## config.mk

```make
export PLATFORM = sky130hd
export DESIGN_NAME = oate_ram
export DESIGN_NICKNAME = d
export VERILOG_FILES = /design/src/rtl/ordered_array_table_engine_unit_macros.svh /design/src/rtl/oate_ram.sv
export SDC_FILE = /design/constraint.sdc
export NUM_CORES = 2
export LEC_CHECK = 0
export CAP_MARGIN = 25
export CORE_ASPECT_RATIO = 1.25
export CORE_MARGIN = 10
export CORE_UTILIZATION = 40
export DETAILED_ROUTE_END_ITERATION = 16
export DONT_BUFFER_PORTS = 1
export HOLD_SLACK_MARGIN = 0.02
export PLACE_DENSITY = 0.53
export SLEW_MARGIN = 20
export SYNTH_ARGS = -nofsm -noshare
export SYNTH_HDL_FRONTEND = slang
export SYNTH_SLANG_ARGS = --single-unit
```

## constraint.sdc

```tcl
create_clock -name clk -period 6.2 [get_ports clk]
set_input_delay 1.24 -clock clk [delete_from_list [all_inputs] [get_ports clk]]
set_output_delay 1.24 -clock clk [all_outputs]
set_load 0.005 [all_outputs]
```

## src/rtl/ordered_array_table_engine_unit_macros.svh

```systemverilog
// Assertion macros for the ordered array table engine.
`ifndef ORDERED_ARRAY_TABLE_ENGINE_UNIT_MACROS_SVH
`define ORDERED_ARRAY_TABLE_ENGINE_UNIT_MACROS_SVH

`ifndef SYNTHESIS
`define OATE_ASSERT(lbl, clk, rst, prop) \
  lbl: assert property (@(posedge clk) disable iff (rst) prop) \
    else $error("oate assertion failed");
`define OATE_ASSERT_NEVER(lbl, clk, rst, expr) \
  lbl: assert property (@(posedge clk) disable iff (rst) !(expr)) \
    else $error("oate forbidden condition");
`else
`define OATE_ASSERT(lbl, clk, rst, prop)
`define OATE_ASSERT_NEVER(lbl, clk, rst, expr)
`endif

`endif

```

## src/rtl/oate_ram.sv

```systemverilog
// Generic single-write, single-read RAM with registered read data.
module oate_ram #(
  parameter int WIDTH = 32,
  parameter int DEPTH = 128
) (
  input  logic                                  clk,
  input  logic                                  we,
  input  logic [(DEPTH > 1 ? $clog2(DEPTH) : 1)-1:0] waddr,
  input  logic [WIDTH-1:0]                      wdata,
  input  logic [(DEPTH > 1 ? $clog2(DEPTH) : 1)-1:0] raddr,
  output logic [WIDTH-1:0]                      rdata
);

  logic [WIDTH-1:0] mem [DEPTH];

  always_ff @(posedge clk) begin
    if (we) begin
      mem[waddr] <= wdata;
    end
    rdata <= mem[raddr];
  end

endmodule

```

==> flow_summary.yaml <==
drt:
  drt-pass1-iter-count: 8
  totalWireLength_um: 440400
  detail_route.drc_violations: 0
  drtIter0Drc: 9106
  vias_per_cell: 5.856
  routed-via-count: 69100
  routed_len_inst_um: 37.33
  antenna_left: 0
clocking:
  htree_levels: 5
  ctsResizeCount: 0
  cts.root.buffer_cell: "sky130_fd_sc_hd__clkbuf_16"
  cts-buffers-inserted: 403
  tritoncts_num_sinks: 4128
  worstSkewPairLatency_ns: 0.96
  postCtsHoldBufs: 0
  cts_tree: "yes"
  clk_path_buf_depth: 4
  cts_post_setup_buffers_inserted: 0
  clk_transition_reported_paths_ns: 0.06
timing:
  max_slew.worst_pin.slew_ns: 1.493
  achievable-frequency_mhz: 177.1
  report.final.slew_viol_count: 0
  slew_headroom_pct: 0.4854
  grt_setup_unrepaired: "false"
  finalWorstPathRequiredPeriod_ns: 5.646
  final.period_utilization_pct: 91.06
  hold_violations: 0
  clock-skew-final_ns: 0.06401
  post-route-worst-setup-slack_ns: 0.5543
  timing.setup.tns_ns: 0
  setup_viol: 0
finish:
  final_nets: 6325
  fill_cells: 31910
  areaGrowthSynthToFinish_pct: 13.18
  final_layout_size_suffix_gt1_share_pct: 33.80
logic_synthesis:
  synth-edff-count: 4096
  yosys.cell_count.top_type: "sky130_fd_sc_hd__edfxtp_1"
  synth_warnings: 0
  yosysUniqueCellTypes: 17
  postSynthCellCount: 5990
  cell_types_with_the_highest_counts_after_synthesis: "4096 x sky130_fd_sc_hd__edfxtp_1, 1344 x sky130_fd_sc_hd__mux4_2, 182 x sky130_fd_sc_hd__clkbuf_1"
  netlist_area_sq_um: 156300
  netlist_top_cells_area: "sky130_fd_sc_hd__edfxtp_1 79%, sky130_fd_sc_hd__mux4_2 19%, sky130_fd_sc_hd__clkbuf_1 0.44%, sky130_fd_sc_hd__dfxtp_1 0.41%, sky130_fd_sc_hd__nor2_1 0.29%"
  total_of_flip_flops_plus_latches_after_synthesis: 4128
  synth_seq_area_share_pct: 79.12
  async_set_or_reset_flop_fraction_in_the_synthesized_netlist_pct: 0
  synthFlopType: "sky130_fd_sc_hd__edfxtp_1"
  synth_top_area_share_pct: 78.71
  synth.net_count: 6038
  post_synth.cell_area_avg_sq_um: 26.09
  synth_top_cell_by_area: "sky130_fd_sc_hd__edfxtp_1"
global_route:
  grt_first_pass_wirelength_um: 605800
  grt_pass1_vias: 71500
  grt_max_degree: 257
  globalRouteOverflowTotal: 0
  number_of_antenna_violations_at_the_first_check_in_global_routing: 60
  grt_use_total_pct: 20.93
critical_path:
  critPathMaxFanout: 162
  critPathTopFamily: "buffers and inverters"
  critical-path-slowest-cell: "sky130_fd_sc_hd__buf_16"
  arrival_ns: 6.48
  path_common_cell: "sky130_fd_sc_hd__buf_16"
  cp.buffers_inverters: 5
  cp.required_ns: 7.04
  timing.setup.critical_path_class: "in2reg"
  timing.critical_path.from_type: "primary input"
  crit_path_cell_trace: "buf_16, buf_16, buf_16, buf_16, buf_16, mux4_2, mux4_2, mux4_2, mux2_2"
  end_kind: "flop"
  cp_slowest_stage_delay_ns: 0.79
floorplan:
  core_area_sq_um: 389200
  die_w_um: 579.1
  io_pins: 80
  die_area_sq_um: 416200
  die-height_um: 718.8
  rows: 256
  initial_utilization_pct: 40.16
power_and_ir_drop:
  vdd_ir_drop_max_mv: 0.2224
  leakage_uw: 0.05322
  power-per-cell-area_nw_per_um2: 320.5
placed_design:
  placement.setup.worst_slack_ns: -0.2894
  hpwlAfterDp_um: 235300
  numPortBuffers: 0
  global_placement_routability_congestion: 0.7839
job:
  cap_violations: 0
status:
  status: "completed"
min_path:
  worst_hold_path_type: "in2reg"
## cell type report
| class | instances | area [sq um] | share of cell area, % |
|---|---|---|---|
| Multi-Input combinational cell | 1546 | 32290 | 18.26 |
| Clock inverter | 206 | 1654 | 0.9351 |
| Tap cell | 5160 | 6456 | 3.650 |
| Timing Repair Buffer | 198 | 2105 | 1.190 |
| Sequential cell | 4128 | 123600 | 69.90 |
| Clock buffer | 516 | 10620 | 6.005 |
| Antenna cell | 45 | 112.6 | 0.06366 |
## final timing paths
path	start	end	slack, ns	cells after the start
setup / recovery	raddr[2]	rdata[20]$_DFF_P_	0.55	9
hold / removal	wdata[31]	mem[45][31]$_DFFE_PP_	0.41	0
setup reg to reg	mem[58][15]$_DFFE_PP_	rdata[15]$_DFF_P_	3.55	4
hold reg to reg	mem[52][0]$_DFFE_PP_	rdata[0]$_DFF_P_	1.14	4
## metrics by stage
stage / instance area, sq um / instances / hold WS, ns / power [uW] / utilization, %
4_1_cts: 176600 / 11750 / 0.3478 / 57120 / 45.39
6_report: 176900 / 11800 / 0.4052 / 56690 / 45.45
3_5_place_dp: 164400 / 11030 / 1.125 / 33880 / 42.23
3_3_place_gp: 164100 / 11020 / 1.114 / 33870 / 42.17
2_1_floorplan: 156300 / 5990 / 1.074 / 32930 / -
5_1_grt: 176800 / 11780 / 0.3589 / 58270 / 45.44
## power by group
group	leakage [uW]	internal [uW]	switching, uW
sequential	0.0371	30800	192
clock	0.00601	13000	10400
combinational	0.0101	1070	1230
total	0.0532	44900	11800
## cells in the final DEF, fill, tap and decap left out, types with 4 or more instances in the layout
cell type	n
sky130_fd_sc_hd__nand3_2	4
sky130_fd_sc_hd__clkinv_1	98
sky130_fd_sc_hd__bufinv_16	22
sky130_fd_sc_hd__nor2_4	119
sky130_fd_sc_hd__nand2_1	11
sky130_fd_sc_hd__diode_2	45
sky130_fd_sc_hd__mux2_2	32
sky130_fd_sc_hd__buf_4	166
sky130_fd_sc_hd__buf_16	29
sky130_fd_sc_hd__edfxtp_1	4096
sky130_fd_sc_hd__inv_6	7
sky130_fd_sc_hd__nor3_2	9
sky130_fd_sc_hd__mux4_2	1344
sky130_fd_sc_hd__inv_16	4
sky130_fd_sc_hd__clkbuf_8	7
sky130_fd_sc_hd__nor2b_1	7
sky130_fd_sc_hd__clkbuf_1	104
sky130_fd_sc_hd__nand3_1	8
sky130_fd_sc_hd__clkinv_2	66
sky130_fd_sc_hd__dfxtp_1	32
sky130_fd_sc_hd__clkbuf_16	405
## cells by family after synthesis
| logic type | after synthesis | synth area share (%) |
|---|---|---|
| flops | 4128 | 79.12 |
| mux | 1376 | 19.60 |
| simple gates | 170 | 0.4460 |
| buf+inv | 316 | 0.8391 |
## sequential cells by signal, indices dropped and copies added, names as in the netlist
register	count
mem	4096
rdata	32
## layer usage
layer,track usage (%),vias to the layer above,wire length (um)
met5,0,-,31
met4,4.842,4,10350
met3,3.573,516,32720
met2,36.54,2811,229700
met1,27.49,38760,167700
li1,-,27010,-
(Power assumes the default switching activity.)
