## config.mk

```make
export PLATFORM = sky130hd
export DESIGN_NAME = oate_ctrl
export DESIGN_NICKNAME = d
export VERILOG_FILES = /design/src/rtl/ordered_array_table_engine_unit_macros.svh /design/src/rtl/oate_pkg.sv /design/src/rtl/oate_ctrl.sv
export SDC_FILE = /design/constraint.sdc
export NUM_CORES = 1
export LEC_CHECK = 0
export BUFFER_PORTS_ARGS = -buffer_cell sky130_fd_sc_hd__buf_2
export CORE_ASPECT_RATIO = 1.25
export CORE_MARGIN = 2
export CORE_UTILIZATION = 45
export DETAILED_ROUTE_END_ITERATION = 7
export PLACE_DENSITY = 0.71
export SYNTH_ARGS = -nofsm -noshare
export SYNTH_HDL_FRONTEND = slang
export SYNTH_SLANG_ARGS = --single-unit
```

## constraint.sdc

```tcl
create_clock -name clk -period 8 [get_ports clk]
set_input_delay 0.8 -clock clk [delete_from_list [all_inputs] [get_ports clk]]
set_output_delay 0.8 -clock clk [all_outputs]
set_load 0.01 [all_outputs]
```

## src/rtl/ordered_array_table_engine_unit_macros.svh

```systemverilog
// Assertion macros for the ordered array table engine.
`ifndef ORDERED_ARRAY_TABLE_ENGINE_UNIT_MACROS_SVH
`define ORDERED_ARRAY_TABLE_ENGINE_UNIT_MACROS_SVH

`ifndef SYNTHESIS
`define OATE_ASSERT(lbl, clk, rst, prop) \
  lbl: assert property (@(posedge clk) disable iff (rst) prop) \
    else $error("oate assertion failed");
`define OATE_ASSERT_NEVER(lbl, clk, rst, expr) \
  lbl: assert property (@(posedge clk) disable iff (rst) !(expr)) \
    else $error("oate forbidden condition");
`else
`define OATE_ASSERT(lbl, clk, rst, prop)
`define OATE_ASSERT_NEVER(lbl, clk, rst, expr)
`endif

`endif

```

## src/rtl/oate_pkg.sv

```systemverilog
// Shared types and constants for the ordered array table engine.
package oate_pkg;

  localparam int CAPACITY_DEFAULT = 128;
  localparam int VALUE_W = 32;
  localparam int POS_W = 8;
  localparam int REQ_W = 3;
  localparam int FOUND_W = 7;
  localparam int COUNT_W = 8;

  typedef enum logic [2:0] {
    REQ_CLEAR     = 3'd0,
    REQ_INS_START = 3'd1,
    REQ_INS_END   = 3'd2,
    REQ_INS_AT    = 3'd3,
    REQ_DEL_AT    = 3'd4,
    REQ_SEARCH    = 3'd5,
    REQ_REVERSE   = 3'd6,
    REQ_READ      = 3'd7
  } req_t;

  typedef enum logic [1:0] {
    STAT_OK       = 2'd0,
    STAT_FULL     = 2'd1,
    STAT_BADPOS   = 2'd2,
    STAT_NOTFOUND = 2'd3
  } status_t;

  typedef enum logic [3:0] {
    S_IDLE,
    S_DECODE,
    S_SHIFT,
    S_INS_WR,
    S_SEARCH,
    S_REV_A,
    S_REV_B,
    S_REV_C,
    S_REV_D,
    S_READ_WAIT,
    S_FIN
  } state_t;

  typedef struct packed {
    status_t                status;
    logic [FOUND_W-1:0]     found_index;
    logic [VALUE_W-1:0]     read_value;
    logic [COUNT_W-1:0]     count;
  } res_t;

endpackage

```

## src/rtl/oate_ctrl.sv

```systemverilog
// Sequencer: address walkers src and hi and one comparator drive the entry RAM.
module oate_ctrl #(
  parameter int CAPACITY = oate_pkg::CAPACITY_DEFAULT,
  localparam int AW = (CAPACITY > 1) ? $clog2(CAPACITY) : 1
) (
  input  logic                         clk,
  input  logic                         rst,
  input  logic                         in_valid,
  input  logic [oate_pkg::REQ_W-1:0]   in_req,
  input  logic [oate_pkg::VALUE_W-1:0] in_value,
  input  logic [oate_pkg::POS_W-1:0]   in_pos,
  output logic                         ready,
  input  logic                         out_free,
  output logic                         res_valid,
  output oate_pkg::res_t               res,
  output logic                         mem_we,
  output logic [AW-1:0]                mem_waddr,
  output logic [oate_pkg::VALUE_W-1:0] mem_wdata,
  output logic [AW-1:0]                mem_raddr,
  input  logic [oate_pkg::VALUE_W-1:0] mem_rdata
);

  localparam int CW = $clog2(CAPACITY + 1);
  localparam int PW = (CW > oate_pkg::POS_W) ? CW : oate_pkg::POS_W;

  oate_pkg::state_t  state, state_next;
  oate_pkg::req_t    req;
  oate_pkg::status_t st;
  logic [oate_pkg::VALUE_W-1:0] val;
  logic [oate_pkg::VALUE_W-1:0] tmp;
  logic [oate_pkg::VALUE_W-1:0] rdv;
  logic [oate_pkg::POS_W-1:0]   pos;
  logic [CW-1:0]                count;
  logic [AW-1:0]                src, hi, wa, stop, srcq, found, ins_pos;
  logic                         rem, pend, chk, up;
  logic [PW-1:0]                pos_x, cnt_x;
  logic                         full, match, rev_more;

  assign pos_x = PW'(pos);
  assign cnt_x = PW'(count);
  assign full = cnt_x >= PW'(CAPACITY);
  assign match = chk && (mem_rdata == val);
  assign rev_more = ({1'b0, src} + (AW + 1)'(2)) < {1'b0, hi};

  always_comb begin
    case (req)
      oate_pkg::REQ_INS_START: ins_pos = '0;
      oate_pkg::REQ_INS_END:   ins_pos = count[AW-1:0];
      default:                 ins_pos = pos_x[AW-1:0];
    endcase
  end

  // next state
  always_comb begin
    state_next = state;
    case (state)
      oate_pkg::S_IDLE: begin
        if (in_valid) state_next = oate_pkg::S_DECODE;
      end
      oate_pkg::S_DECODE: begin
        state_next = oate_pkg::S_FIN;
        case (req)
          oate_pkg::REQ_INS_START, oate_pkg::REQ_INS_END, oate_pkg::REQ_INS_AT: begin
            if (!(req == oate_pkg::REQ_INS_AT && pos_x > cnt_x) && !full)
              state_next = oate_pkg::S_SHIFT;
          end
          oate_pkg::REQ_DEL_AT: begin
            if (pos_x < cnt_x) state_next = oate_pkg::S_SHIFT;
          end
          oate_pkg::REQ_SEARCH:  state_next = oate_pkg::S_SEARCH;
          oate_pkg::REQ_REVERSE: begin
            if (cnt_x > PW'(1)) state_next = oate_pkg::S_REV_A;
          end
          oate_pkg::REQ_READ: begin
            if (pos_x < cnt_x) state_next = oate_pkg::S_READ_WAIT;
          end
          default: state_next = oate_pkg::S_FIN;
        endcase
      end
      oate_pkg::S_SHIFT: begin
        if (!rem && !pend) state_next = up ? oate_pkg::S_INS_WR : oate_pkg::S_FIN;
      end
      oate_pkg::S_INS_WR: state_next = oate_pkg::S_FIN;
      oate_pkg::S_SEARCH: begin
        if (match || (!rem && !chk)) state_next = oate_pkg::S_FIN;
      end
      oate_pkg::S_REV_A: state_next = oate_pkg::S_REV_B;
      oate_pkg::S_REV_B: state_next = oate_pkg::S_REV_C;
      oate_pkg::S_REV_C: state_next = oate_pkg::S_REV_D;
      oate_pkg::S_REV_D: state_next = rev_more ? oate_pkg::S_REV_A : oate_pkg::S_FIN;
      oate_pkg::S_READ_WAIT: state_next = oate_pkg::S_FIN;
      oate_pkg::S_FIN: begin
        if (out_free) state_next = oate_pkg::S_IDLE;
      end
      default: state_next = oate_pkg::S_IDLE;
    endcase
  end

  // outputs
  always_comb begin
    ready = 1'b0;
    res_valid = 1'b0;
    mem_we = 1'b0;
    mem_waddr = wa;
    mem_wdata = mem_rdata;
    mem_raddr = src;
    case (state)
      oate_pkg::S_IDLE: ready = 1'b1;
      oate_pkg::S_DECODE: mem_raddr = pos_x[AW-1:0];
      oate_pkg::S_SHIFT: mem_we = pend;
      oate_pkg::S_INS_WR: begin
        mem_we = 1'b1;
        mem_waddr = stop;
        mem_wdata = val;
      end
      oate_pkg::S_REV_B: mem_raddr = hi;
      oate_pkg::S_REV_C: begin
        mem_we = 1'b1;
        mem_waddr = src;
      end
      oate_pkg::S_REV_D: begin
        mem_we = 1'b1;
        mem_waddr = hi;
        mem_wdata = tmp;
      end
      oate_pkg::S_FIN: res_valid = out_free;
      default: ;
    endcase
  end

  always_ff @(posedge clk) begin
    if (rst) begin
      state <= oate_pkg::S_IDLE;
      count <= '0;
    end else begin
      state <= state_next;
      case (state)
        oate_pkg::S_DECODE: begin
          if (req == oate_pkg::REQ_CLEAR) count <= '0;
        end
        oate_pkg::S_SHIFT: begin
          if (!rem && !pend && !up) count <= count - CW'(1);
        end
        oate_pkg::S_INS_WR: count <= count + CW'(1);
        default: ;
      endcase
    end
  end

  always_ff @(posedge clk) begin
    case (state)
      oate_pkg::S_IDLE: begin
        req <= oate_pkg::req_t'(in_req);
        val <= in_value;
        pos <= in_pos;
        st <= oate_pkg::STAT_OK;
        found <= '0;
        rdv <= '0;
        pend <= 1'b0;
        chk <= 1'b0;
      end
      oate_pkg::S_DECODE: begin
        case (req)
          oate_pkg::REQ_INS_START, oate_pkg::REQ_INS_END, oate_pkg::REQ_INS_AT: begin
            if (req == oate_pkg::REQ_INS_AT && pos_x > cnt_x) st <= oate_pkg::STAT_BADPOS;
            else if (full) st <= oate_pkg::STAT_FULL;
            up <= 1'b1;
            src <= count[AW-1:0] - AW'(1);
            stop <= ins_pos;
            rem <= cnt_x > PW'(ins_pos);
          end
          oate_pkg::REQ_DEL_AT: begin
            if (pos_x >= cnt_x) st <= oate_pkg::STAT_BADPOS;
            up <= 1'b0;
            src <= pos_x[AW-1:0] + AW'(1);
            stop <= count[AW-1:0] - AW'(1);
            rem <= (pos_x + PW'(1)) < cnt_x;
          end
          oate_pkg::REQ_SEARCH: begin
            src <= '0;
            stop <= count[AW-1:0] - AW'(1);
            rem <= cnt_x != '0;
          end
          oate_pkg::REQ_REVERSE: begin
            src <= '0;
            hi <= count[AW-1:0] - AW'(1);
          end
          oate_pkg::REQ_READ: begin
            if (pos_x >= cnt_x) st <= oate_pkg::STAT_BADPOS;
          end
          default: ;
        endcase
      end
      oate_pkg::S_SHIFT: begin
        pend <= rem;
        if (rem) begin
          wa <= up ? src + AW'(1) : src - AW'(1);
          if (src == stop) rem <= 1'b0;
          else src <= up ? src - AW'(1) : src + AW'(1);
        end
      end
      oate_pkg::S_SEARCH: begin
        chk <= rem;
        srcq <= src;
        if (rem) begin
          if (src == stop) rem <= 1'b0;
          else src <= src + AW'(1);
        end
        if (match) found <= srcq;
        else if (!rem && !chk) st <= oate_pkg::STAT_NOTFOUND;
      end
      oate_pkg::S_REV_B: tmp <= mem_rdata;
      oate_pkg::S_REV_D: begin
        src <= src + AW'(1);
        hi <= hi - AW'(1);
      end
      oate_pkg::S_READ_WAIT: rdv <= mem_rdata;
      default: ;
    endcase
  end

  assign res.status = st;
  assign res.found_index = oate_pkg::FOUND_W'(found);
  assign res.read_value = rdv;
  assign res.count = oate_pkg::COUNT_W'(count);

endmodule

```

==> results.sh <==
export IMPL_chipWidth_um=134
export IMPL_cts_hold_buf=0
export IMPL_power_leakage_nw=4.64
export IMPL_slew_headroom_pct=29.7
export IMPL_wl_per_cell_um=20.4
export IMPL_cts_tree="built"
export IMPL_syn_inst=904
export IMPL_crit_type="flip-flop to output pin"
export IMPL_fmax_mhz=222
export IMPL_syn_nets=1022
export IMPL_post_cts_buffers=0
export IMPL_wl_met3_mm=2.24
export IMPL_synth_flop_cell="edfxtp_1"
export IMPL_ys_async_sr_fraction_pct=0
export IMPL_grt_max_degree=46
export IMPL_tightestPinTransition_ns=1.05
export IMPL_slowest_delay_ns=0.97
export IMPL_clock_sinks=167
export IMPL_critPathBufInv=3
export IMPL_syn_area_per_cell_sq_um=10.5
export IMPL_ios=177
export IMPL_wl_met1_mm=10.7
export IMPL_setup_tns_final_ns=0
export IMPL_post_route_util_pct=53.7
export IMPL_grt_ovfl_total=0
export IMPL_fin_skew_ns=0.0112
export IMPL_drt_initial_drc_count=736
export IMPL_multi_input_area_sq_mm=0.00425
export IMPL_cts_root_buf="clkbuf_16"
export IMPL_synth_seq_area_share_pct=51.4
export IMPL_muxShareOfSynthArea_pct=0.960
export IMPL_rows=59
export IMPL_layout_drive_gt1_share_pct=22.6
export IMPL_ys_types=73
export IMPL_maxSlewViolCount=0
export IMPL_ys_ff_latch=167
export IMPL_drt_wl_total_mm=27.4
export IMPL_synth_top_family_by_area="simple AND/OR/NAND/NOR gates"
export IMPL_route_met2_wl_mm=13.6
export IMPL_ctsLongestPathBuffers=2
export IMPL_start_util_pct=45.7
export IMPL_rr_worst_depth=3
export IMPL_synth_compound_area_share_pct=14.1
export IMPL_path_delay_family="simple AND/OR/NAND/NOR gates"
export IMPL_startpoint_type="flip-flop"
export IMPL_dpl_hpwl_mm=19.9
export IMPL_detail_route_vias_per_cell=5.81
export IMPL_whs_path_depth=1
export IMPL_crit_arrival_ns=3.71
export IMPL_layout_nets=1172
export IMPL_power_density_mw_per_mm2=420
export IMPL_crit_fanout=45
export IMPL_ant_nets=0
export IMPL_drv_cap=0
export IMPL_synth_xor_area_share_pct=6.35
export IMPL_synth_top_area_share_pct=48.9
export IMPL_dp_cells=1309
export IMPL_synthAdderAreaFrac_pct=5.13
export IMPL_synthTopCellsByCount="edfxtp_1 (155), nand2_1 (125), xnor2_1 (60)"
export IMPL_clkTransAtPathRegs_ns=0.07
export IMPL_regArea_sq_mm=0.00489
export IMPL_timing_final_crit_share_pct=56.4
export IMPL_clock_latency_ns=0.44
export IMPL_cts_buffers=17
export IMPL_rrSetupSlack_ns=4.66
export IMPL_track_usage_pct=24.4
export IMPL_grt_pass1_wl_mm=41.5
export IMPL_yosys_warnings=0
export IMPL_cts_repair_resize_count=0
export IMPL_synth_area_top_cells="edfxtp_1 (49%), xnor2_1 (5.5%), ha_1 (5.1%)"
export IMPL_synth_most_common_cell="edfxtp_1"
export IMPL_yosysTopAreaCell="edfxtp_1"
export IMPL_htree_num_levels=4
export IMPL_rsz0062_at_grt="no"
export IMPL_port_buffers=176
export IMPL_synthSimpleGateAreaFrac_pct=17.9
export IMPL_design_die_area_sq_mm=0.0223
export IMPL_vias=7789
export IMPL_drc_errors=0
export IMPL_final_cells=1341
export IMPL_syn_cell_area_sq_mm=0.00952
export IMPL_grt_pass1_vias=7330
export IMPL_r2r_end="hi[4]"
export IMPL_vdd_ir_drop_max_mv=0.228
export IMPL_slowest_stage="dfxtp_1"
export IMPL_diodes=0
export IMPL_period_minus_slack_ns=4.51
export IMPL_hold_viol_final=0
export IMPL_hp_class="flip-flop to flip-flop"
export IMPL_die_y_um=167
export IMPL_top_layer_used="met4"
export IMPL_synth_edf_count=155
export IMPL_path_depth=8
export IMPL_regToRegStartpoint="state[0]"
export IMPL_end_kind="output pin"
export IMPL_syn_to_final_growth_pct=17.4
export IMPL_setup_violations_final=0
export IMPL_crit_path_end="mem_wdata[25]"
export IMPL_gp_congestion=0.949
export IMPL_firstDrtPassIters=5
export IMPL_fillerInstances=1843
export IMPL_antenna_found_initial=0
export IMPL_core_area_sq_mm=0.0208
export IMPL_status="finished, final reports clean"
export IMPL_crit_chain="nor2b_2, buf_4, and2_2, nor2_2, buf_4, nand2_1, nand2_1, buf_2"
export IMPL_cp_required_ns=7.20
export IMPL_crit_path_start="state[0]"
==> registers in the layout (all words and copies together), names as in the netlist, 8 cells and up <==
| signal | count |
|---|---|
| tmp | 32 |
| pos | 8 |
| val | 32 |
| cnt_x | 8 |
| rdv | 32 |
==> routing by layer <==
| layer | global-route usage [%] | vias up |
|---|---|---|
| met5 | 0 | - |
| met4 | 10.9 | 0 |
| met3 | 4.11 | 52 |
| met2 | 41.3 | 420 |
| met1 | 30.5 | 3679 |
| li1 | - | 3638 |
==> worst min-delay path by stage <==
stage	from	endpoint	slack, ns
floorplan	src[6]	srcq[6]	0.42
global placement	srcq[6]	found[6]	0.50
detailed placement	srcq[5]	found[5]	0.51
CTS	srcq[2]	found[2]	0.52
global route	in_value[10]	val[10]	0.52
finish	srcq[2]	found[2]	0.51
==> per-stage QoR <==
step                setup WS [ns]  hold slack [ns]  total power [mW]  cell area (sq um)
CTS                          3.46            0.518              4.68              11200
detailed placement           3.95            0.509              3.85              10600
finish                       3.49            0.511              4.69              11200
floorplan                    2.81            0.424              3.11               9520
global route                 3.21            0.519              4.98              11200
global placement             4.05            0.503              3.80              10600
==> cells in the final DEF, fill, tap and decap left out, types with 4 or more instances in the layout <==
cell type and n:
xor2_1 9, o22ai_1 7, nand4_1 16, inv_6 5, edfxtp_1 155, nand3_1 22
inv_8 4, ha_1 39, nand2b_1 5, o221ai_1 5, mux2i_1 8, a2bb2oi_1 4
nor3_1 14, a222oi_1 4, buf_2 176, dfxtp_1 12, a22oi_1 45, o21ai_1 6
nand2_1 125, o21ai_0 24, and3_1 41, inv_1 30, and2_1 14, clkbuf_16 17
nor2_1 47, xnor2_1 60, o21a_1 7, a21oi_1 44, o211ai_1 5, or3_1 7
a21o_1 6, buf_4 12, a211oi_1 5, nor2b_1 15
==> power by group <==
part	total, mW	internal (mW)	switching (mW)
sequential	1.75	1.41	0.339
combinational	2.11	0.806	1.30
clock	0.838	0.448	0.390
==> cell families after synthesis <==
kind of cell               after synthesis
muxes                                    9
and+or+nand+nor                        337
xor gates and xnor gates                69
adders and majority gates               39
AOI/OAI and AO/OA                      196
DFF                                    167
buffers and inverters                   87
==> area by class of cell <==
type                       instances  area share, %
inverter                          30           1.01
tap                              274           3.07
clock inverter                    15           1.56
timing repair buffer             188           8.69
multi-input combinational        650           38.1
clock buffer                      17           3.81
sequential                       167           43.8
No activity file was read; power rests on OpenSTA's default activity.
